===== src/design/bls_ram.sv =====
// ----------------------------------------------------------------------------
// bls_ram: simple dual-port synchronous RAM
// One write port, one read port, read data registered.
// ----------------------------------------------------------------------------
module bls_ram #(
  parameter int DEPTH = 32,
  parameter int WIDTH = 8
) (
  input  logic                     clk,
  input  logic                     we,
  input  logic [$clog2(DEPTH)-1:0] waddr,
  input  logic [WIDTH-1:0]         wdata,
  input  logic [$clog2(DEPTH)-1:0] raddr,
  output logic [WIDTH-1:0]         rdata
);

  logic [WIDTH-1:0] mem [DEPTH];

  always_ff @(posedge clk) begin
    if (we) begin
      mem[waddr] <= wdata;
    end
    rdata <= mem[raddr];
  end

endmodule


===== config.mk =====
export PLATFORM = sky130hd
export DESIGN_NAME = bls_ram
export DESIGN_NICKNAME = d
export VERILOG_FILES = /design/src/design/bls_ram.sv
export SDC_FILE = /design/constraint.sdc
export NUM_CORES = 1
export LEC_CHECK = 0
export ABC_CLOCK_PERIOD_IN_PS = 2300
export BUFFER_PORTS_ARGS = -buffer_cell sky130_fd_sc_hd__buf_2
export CORE_UTILIZATION = 50
export CTS_CLUSTER_DIAMETER = 200
export CTS_CLUSTER_SIZE = 20
export DETAILED_ROUTE_END_ITERATION = 6
export GPL_TIMING_DRIVEN = 0
export PLACE_DENSITY = 0.79
export SLEW_MARGIN = 20
export SYNTH_ARGS = -nofsm -noshare
export SYNTH_HDL_FRONTEND = slang
export SYNTH_SLANG_ARGS = --single-unit

===== constraint.sdc =====
create_clock -name clk -period 2.3 [get_ports clk]
set_input_delay 0.46 -clock clk [delete_from_list [all_inputs] [get_ports clk]]
set_output_delay 0.46 -clock clk [all_outputs]
set_load 0.02 [all_outputs]

======== Word level (Yosys, flattened, before mapping) ========
Memories as Yosys holds them, arrays and structs flattened. A register that Yosys moved wholly into a read port is not among the register bits.
Cells that the tools add are included.
cells by class
  multiplexer cells ....................... 2
operators with widths
  operator          count
  1-bit 2-to-1 mux  2
storage, ports and cells
  memories ................................ 1
  logic and storage cells ................. 3
  bits in writable memories ............... 256
  register bits ........................... 0
  output and inout port bits .............. 8
memory list
  name  depth  width  read ports  clocked after memory_dff  write ports  RTL line  RTL
  mem   32     8      1           1                         1            17        logic [WIDTH-1:0] mem [DEPTH];

======== Longest topological paths before layout ========
Gate-level depths: netlist (run 1).
  depth in word-level cells ............... 2
  gate-level depth with buffers ........... 5
  mapped depth without buffers ............ 3

======== Worst setup path after synthesis (run 1) ========
Ideal clock, no wire load.
  kind .................................... input port to flip-flop
  start ................................... input raddr[2]
  end ..................................... register rdata[0], read port of mem
  arrival time ............................ 2142 ps
  path buffers ............................ 2
  required time ........................... 2179 ps
  cell stages on the path ................. 5
  library setup time ...................... 121 ps
  setup slack ............................. 38 ps
  cell sequence ........................... clkbuf_1 -> clkbuf_1 -> mux4_2 -> mux4_2 -> mux2_2
RTL lines
  item         RTL line  RTL
  from (decl)  13        input logic [$clog2(DEPTH)-1:0] raddr,
  to (decl)    14        output logic [WIDTH-1:0] rdata

==> flow_metrics.tcl, run 1 <==
set metrics [dict create \
    maxCapViolations 0 \
    drtIter0Drc 487 \
    cp_max_fo 10 \
    ff2ff_path_depth 3 \
    cts.sinks 264 \
    fin_crit_sh 0.963 \
    crit_cells 5 \
    syn_area_per_cell_sq_um 24.1 \
    syn_to_final_growth_pct 9.36 \
    clockRootBuffer "clkbuf_16" \
    cts.clk_slew.worst_paths_ns 0.08 \
    design.die.area_sq_um 20700 \
    yosys-top-cells-area "edfxtp_1 76%, mux4_2 18%, dfxtp_1 1.6%, nor2_1 1.2%, mux2_2 0.90%" \
    p_sw_mw 1.81 \
    required_ns 2.67 \
    grt_setup_unrepaired "false" \
    final_layout_size_suffix_gt1_frac 0.311 \
    seq_power_share 0.609 \
    cp_data_arrival_time_ns 2.58 \
    synth_top_area_share 0.765 \
    timing.critical_path.buf_inv 2 \
    ir_drop_mv 0.470 \
    total_power_mw 8.79 \
    end_kind "flop" \
    setup-tns-final_ns 0 \
    ys_types 15 \
    syn_nets 437 \
    status "finished, final reports clean" \
    dp_slack_ns -0.683 \
    yosysSeqAreaShare 0.781 \
    gp_congestion 0.797 \
    core_area_sq_um 19600 \
    chipWidth_um 144 \
    crit_type "primary input to flop" \
    detailed_place_hpwl_mm 12.2 \
    r2r_setup_slack_ns 0.43 \
    ant_nets 0 \
    final_nets 478 \
    netlist_area_sq_um 10100 \
    crit_family "multiplexers" \
    crit_path_cell_trace "clkbuf_1 -> buf_2 -> mux4_2 -> mux4_2 -> mux2_2" \
    hold_depth 1 \
    cts_tree "built" \
    critPathMaxStageDelay_ns 0.50 \
    die_h_um 144 \
    worst_slew_pin_slew_ns 0.937 \
    clockBufferDepth 3 \
    routedWlPerCell_um 25.8 \
    ff_latch_area_sq_um 7850 \
    grt_max_degree 33 \
    power.leakage_nw 3.36 \
    overflow 0 \
    antenna_found_initial 0 \
    wl_mm 18.9 \
    p_clk_frac 0.332 \
    multi_input_area_sq_um 2100 \
    setup_ws_ns 0.0846 \
    antenna_cells 0 \
    cts_made_buffers 17 \
    start_util 0.513 \
    power.internal_mw 6.98 \
    n_fill_cell 1405 \
    vias 4421 \
    drc 0 \
    io_buffers 22 \
    yosysTopAreaCell "edfxtp_1" \
    htreeDepth 1 \
    grt_use_total 0.197 \
    synth.ff_latch_count 264 \
    grt_pass1_vias 4442 \
    switching_share 0.206 \
    setup_viol 0 \
    yosys_warnings 0 \
    ios 28 \
    power_density_nw_per_um2 800 \
    postSynthCellCount 417 \
    finalClockSkew_ns 0.0152 \
    comb_power_share 0.059 \
    postPlaceCellArea_sq_um 10500 \
    hold_violations 0 \
    drv_slew 0 \
    rows 51 \
    slowest_stage "mux4_2" \
    relSlewSlack 0.373 \
    min_period_ns 2.22 \
    dr.pass1.iters 5 \
    timing.fmax_mhz 451 \
    hp-class "primary input to flop" \
    clock_latency_ns 0.49 \
    fin_area_sq_um 11000 \
    vias_per_cell 6.02 \
    grt_pass1_wl_mm 28.7 \
    start_kind "primary input" \
    whs_ns 0.483 \
    crit_path_frequent_cell "mux4_2" \
]
[through the flow]
stage,util,cells
after floorplan,-,417
after global placement,0.536,704
final,0.561,734
after CTS,0.561,734
after detailed placement,0.536,704
after global routing,0.561,734
[power by group through the flow]
stage | sequential [mW] | combinational, mW | clock (mW)
after detailed placement | 5.47 | 0.519 | 0
after global routing | 5.36 | 0.548 | 3.12
after CTS | 5.36 | 0.523 | 2.93
after global placement | 5.46 | 0.503 | 0
after floorplan | 5.49 | 0.285 | 0
final | 5.36 | 0.519 | 2.92
[layer usage]
layer,GRT usage,vias to the layer above,wire length [um]
met4,0.0409,0,211
met1,0.297,2356,8090
met5,0,-,0
met3,0.0287,18,1400
met2,0.309,200,9250
li1,-,1847,-
[worst reg2reg max path, cell delays in order, from the launching register on]
cell and delay (ns):
edfxtp_1 0.40, mux4_2 0.54, mux4_2 0.50, mux2_2 0.31
[cells in the mapped netlist (all sizes together)]
cell	instances
edfxtp	256
mux4	80
nor2	33
buf	14
dfxtp	8
mux2	8
clkbuf	6
nand3b	5
or3b	3
nand3	2
nand2	1
or3	1
[repair_timing]
item / in CTS / in global routing
gates resized for setup: 6 / 0
hold endpoints to repair: 0 / 0
hold buffers: 0 / 0
setup endpoints to repair: 8 / 0
buffers inserted: 0 / 0
[path summary, 6_finish.rpt]
check | start | end
max reg2reg | mem[21][4]$_DFFE_PP_ | rdata[4]$_DFF_P_
min reg2reg | mem[12][6]$_DFFE_PP_ | rdata[6]$_DFF_P_
min | wdata[6] | mem[26][6]$_DFFE_PP_
max | raddr[2] | rdata[4]$_DFF_P_
[cells by family (layout without fill, tap and decap cells)]
logic type / count (synthesis) / count (layout) / synth area share
AND/OR/NAND/NOR: 45 / 45 / 0.0207
flip-flops: 264 / 264 / 0.781
buffers and inverters: 20 / 72 / 0.0106
multiplexers: 88 / 88 / 0.188
[flip-flops by register name, summed over array words and instances, names as in the netlist]
name	cells
mem	256
rdata	8
[final cells by class]
class,instances,area share
multi-input cells,133,0.191
plain buffers,20,0.0104
well taps,265,0.0302
repair buffers,22,0.0100
clock inverters,2,0.00228
clock buffers,28,0.0424
flip-flops and latches,264,0.714
[layout by cell type (no fill, tap or decap), drive strengths merged]
cell	count
edfxtp	256
mux4	80
buf	36
clkbuf	34
nor2	33
mux2	8
dfxtp	8
nand3b	5
or3b	3
nand3	2
inv	2
nand2	1
or3	1
Note: power is estimated with default switching activity, not from simulation.
==> run 2, diff against run 1 <==
- ABC_CLOCK_PERIOD_IN_PS: 2300 -> 2650
- CORE_ASPECT_RATIO: unset -> 0.5
- PLACE_DENSITY: 0.79 -> 0.76
- clock period: 2.3 -> 2.65 ns (I/O delays scaled with it)
==> run 2 against run 1 <==
  * Non-clock buffer count stayed put
  * Total power decreased by 14%
  * Setup slack better by 0.017 ns
  * First-iteration DRC count increased by 3.7%
  * Register-to-register slack better by 0.40 ns
  * Largest power group unchanged
  * Die area is 0.16% higher
  * Largest cell class unchanged
  * Cell count is 0.68% lower
  * Worst hold slack gained 0.092 ns
  * Clock-buffer cell count down 5
  * Clock skew rose by 0.0093 ns
==> flow_metrics.tcl, run 2 (synthesis gave the netlist of run 1 again) <==
set metrics [dict create \
    dr.pass1.iters 5 \
    htreeDepth 1 \
    startpoint "raddr[2]" \
    antenna_found_initial 0 \
    grt_max_degree 33 \
    fin_crit_sh 0.962 \
    post-route-util 0.559 \
    end_kind "flop" \
    grt-busiest-layer "met1" \
    cts_tree "built" \
    final_layout_size_suffix_gt1_frac 0.300 \
    grt_pass1_wl_mm 28.0 \
    required_ns 3.02 \
    power_density_nw_per_um2 691 \
    final_cells 729 \
    hp-class "primary input to flop" \
    io_buffers 22 \
    cp_max_fo 10 \
    cts.clk_slew.worst_paths_ns 0.08 \
    ir_drop_mv 0.361 \
    hold_violations 0 \
    start_util 0.513 \
    crit_type "primary input to flop" \
    detailed_place_hpwl_mm 12.4 \
    chipWidth_um 203 \
    start_kind "primary input" \
    cp_data_arrival_time_ns 2.91 \
    design.die.area_sq_um 20700 \
    rows 36 \
    power.leakage_nw 3.33 \
    status "finished, final reports clean" \
    drtIter0Drc 505 \
    drc 0 \
    overflow 0 \
    multi_input_area_sq_um 2100 \
    r2r-start "mem[20][6]$_DFFE_PP_" \
    met3_usage 0.0421 \
    clockBufferDepth 3 \
    dp_slack_ns -0.396 \
    fin_area_sq_um 11000 \
    final_common_cell "edfxtp_1" \
    grt_use_met2 0.281 \
    maxCapViolations 0 \
    setup_ws_ns 0.102 \
    reg_top3 "mem x256, rdata x8" \
    ant_nets 0 \
    antenna_cells 0 \
    vias_per_cell 6.16 \
    vias 4487 \
    postPlaceCellArea_sq_um 10500 \
    ff_latch_area_sq_um 7850 \
    n_fill_cell 1387 \
    final_nets 478 \
    grt_use_total 0.193 \
    drv_slew 0 \
    routedWlPerCell_um 26.7 \
    dp_cells 705 \
    use_met1 0.297 \
    final_cell_mix "256 x edfxtp_1, 80 x mux4_2, 33 x nor2_1" \
    gp_congestion 0.798 \
    largest_register_ffs 256 \
    ios 28 \
    holdCritStartpoint "wdata[5]" \
    cts.sinks 264 \
    core_area_sq_um 19600 \
    worst_slew_pin_slew_ns 0.945 \
    relSlewSlack 0.368 \
    top_register "mem" \
    cts_hold_buf 0 \
    cts_made_buffers 17 \
    die_h_um 102 \
    setup_viol 0 \
    timing.fmax_mhz 392 \
    min_period_ns 2.55 \
    post_cts_buffers 0 \
    finalClockSkew_ns 0.0244 \
    grt_pass1_vias 4304 \
    grt_setup_unrepaired "false" \
    clock_latency_ns 0.49 \
    post_cts_resized 0 \
    syn_to_final_growth_pct 9.02 \
    clockRootBuffer "clkbuf_16" \
    wl_mm 19.4 \
]
==> run 2: final timing paths <==
check	end	slack, ns	cells past startpoint
setup reg to reg	rdata[6]$_DFF_P_	0.83	3
hold / removal	mem[25][5]$_DFFE_PP_	0.58	1
setup / recovery	rdata[6]$_DFF_P_	0.10	5
hold reg to reg	rdata[4]$_DFF_P_	0.91	3
==> run 2: metrics by stage <==
step | TNS, ns | total power, mW | hold WS, ns
CTS | 0 | 7.59 | 0.558
floorplan | 0 | 5.01 | 0.629
global route | 0 | 7.77 | 0.583
finish | 0 | 7.58 | 0.575
detailed placement | -2.94 | 5.20 | 0.898
global placement | -2.82 | 5.19 | 0.887
==> run 2: layout make-up <==
| type | instances | share of cell area |
|---|---|---|
| plain buffers | 20 | 0.00970 |
| clock buffers | 23 | 0.0409 |
| clock inverters | 1 | 0.00148 |
| multi-input cells | 133 | 0.192 |
| flip-flops and latches | 264 | 0.716 |
| well taps | 266 | 0.0304 |
| repair buffers | 22 | 0.0100 |
==> run 2: routing by layer <==
layer  part of all wire  wire length (um)
met1               0.44              8610
met2               0.45              8680
met3              0.088              1700
met4              0.023               444
met5                  0                 0
==> run 2: critical path: stages <==
cell	delay, ns
clkbuf_1	0.46
clkbuf_1	0.64
mux4_2	0.47
mux4_2	0.49
mux2_2	0.32
==> run 2: where the power goes <==
part	switching, mW	total, mW	internal (mW)
Sequential	0.0137	4.65	4.64
Clock	1.27	2.47	1.20
Combinational	0.269	0.458	0.189
Total	1.56	7.58	6.02
==> run 3, diff against run 2 <==
- CORE_UTILIZATION: 50 -> 40
- PLACE_DENSITY: 0.76 -> 0.65
==> run 3 against run 2 <==
  * Combinational power rose by 0.9%
  * Sequential power barely moved
  * Largest cell class unchanged
  * Cell area rose by 0.80%
  * Clock-buffer cell count did not move
  * Flip-flop and latch count did not move
  * Clock power barely moved
  * Cell count rose by 9.6%
  * Via count fell by 2.0%
  * Sequential share of layout area fell by 0.57 points
  * Critical endpoint is now rdata[7]$_DFF_P_
  * Critical path type unchanged
  * First-iteration DRC count fell by 25%
  * Setup slack got worse by 0.023 ns
  * Wire length rose by 1.8%
==> flow_metrics.tcl, run 3 (synthesis gave the netlist of run 1 again) <==
set metrics [dict create \
    antenna_cells 0 \
    fin_area_sq_um 11000 \
    final_nets 478 \
    finalClockSkew_ns 0.0219 \
    grt_setup_unrepaired "false" \
    grt_pass1_wl_mm 28.9 \
    end_kind "flop" \
    clock_latency_ns 0.49 \
    top_register "mem" \
    cp_data_arrival_time_ns 2.95 \
    fin_crit_sh 0.970 \
    ant_nets 0 \
    min_period_ns 2.57 \
    multi_input_area_sq_um 2100 \
    io_buffers 22 \
    core_area_sq_um 24300 \
    largest_register_ffs 256 \
    overflow 0 \
    cts_tree "built" \
    crit_type "primary input to flop" \
    power.internal_mw 6.02 \
    switching_share 0.206 \
    die_h_um 114 \
    n_fill_cell 2010 \
    start_kind "primary input" \
    cts.clk_slew.worst_paths_ns 0.08 \
    power_density_nw_per_um2 687 \
    cp_max_fo 10 \
    cts_made_buffers 17 \
    drv_slew 0 \
    vias_per_cell 5.51 \
    routedWlPerCell_um 24.8 \
    chipWidth_um 226 \
    final_common_cell "edfxtp_1" \
    antenna_found_initial 0 \
    p_sw_mw 1.56 \
    maxCapViolations 0 \
    detailed_place_hpwl_mm 12.8 \
    drc 0 \
    met3_usage 0.0254 \
    cts_hold_buf 0 \
    post_cts_resized 0 \
    reg_top3 "mem x256, rdata x8" \
    timing.fmax_mhz 389 \
    grt-busiest-layer "met1" \
    design.die.area_sq_um 25800 \
    wl_mm 19.8 \
    hold_violations 0 \
    power.leakage_nw 3.33 \
    dr.pass1.iters 4 \
    htreeDepth 1 \
    dp_cells 775 \
    relSlewSlack 0.458 \
    drtIter0Drc 380 \
    setup_viol 0 \
    final_layout_size_suffix_gt1_frac 0.300 \
    use_met1 0.252 \
    ios 28 \
    final_cell_mix "256 x edfxtp_1, 80 x mux4_2, 33 x nor2_1" \
    hp-class "primary input to flop" \
    post_cts_buffers 0 \
    start_util 0.413 \
    gp_congestion 0.776 \
    required_ns 3.03 \
    grt_max_degree 33 \
    seq_power_share 0.613 \
    vias 4399 \
    p_clk_frac 0.326 \
    ir_drop_mv 0.318 \
    grt_use_met2 0.231 \
    grt_use_total 0.160 \
    grt_pass1_vias 4302 \
    postPlaceCellArea_sq_um 10600 \
    clockRootBuffer "clkbuf_16" \
    rows 40 \
    cts.sinks 264 \
    comb_power_share 0.061 \
    clockBufferDepth 3 \
    syn_to_final_growth_pct 9.89 \
    ff_latch_area_sq_um 7850 \
    final_cells 799 \
    status "finished, final reports clean" \
    worst_slew_pin_slew_ns 0.810 \
]
## run 3: cell counts in the layout (fill, tap and decap cells not counted)
No cell type changed its count.
## run 3: cell type report
class                      count  share of cell area
buffer                        20             0.00963
clock inverter                 1             0.00147
timing repair buffer          22             0.00997
clock buffer                  23              0.0405
sequential                   264               0.710
multi-input combinational    133               0.190
tap                          336              0.0381
## run 3: routing by layer
metal,vias to the layer above,part of all wire
met5,-,0
met4,0,0.023
met3,25,0.067
met2,142,0.44
met1,2386,0.47
li1,1846,-
## run 3: path summary, 6_finish.rpt
path / start / end / slack [ns] / cells past startpoint
setup / recovery: raddr[2] / rdata[7]$_DFF_P_ / 0.08 / 5
hold / removal: raddr[3] / rdata[3]$_DFF_P_ / 0.55 / 2
setup reg to reg: mem[13][7]$_DFFE_PP_ / rdata[7]$_DFF_P_ / 0.82 / 3
hold reg to reg: mem[22][2]$_DFFE_PP_ / rdata[2]$_DFF_P_ / 0.90 / 3
## run 3: metrics by stage
step	power (mW)	setup slack (ns)	hold WS (ns)	setup TNS, ns	util
final	7.59	0.0784	0.546	0	0.454
after global routing	7.81	0.00555	0.546	0	0.454
after CTS	7.63	0.0523	0.534	0	0.454
after detailed placement	5.21	-0.460	0.893	-3.37	0.435
after global placement	5.20	-0.487	0.888	-3.54	0.435
after floorplan	5.01	0.318	0.629	0	-
## run 3: worst max-delay path, stage by stage
cell and delay [ns]:
clkbuf_1 0.44, clkbuf_1 0.67, mux4_2 0.46, mux4_2 0.53
mux2_2 0.30
## run 3: power groups by stage
| stage | registers (mW) | clock network (mW) | logic, mW |
|---|---|---|---|
| floorplan | 4.76 | 0 | 0.247 |
| global placement | 4.74 | 0 | 0.454 |
| detailed placement | 4.75 | 0 | 0.465 |
| CTS | 4.65 | 2.52 | 0.466 |
| global route | 4.66 | 2.66 | 0.491 |
| finish | 4.65 | 2.47 | 0.462 |
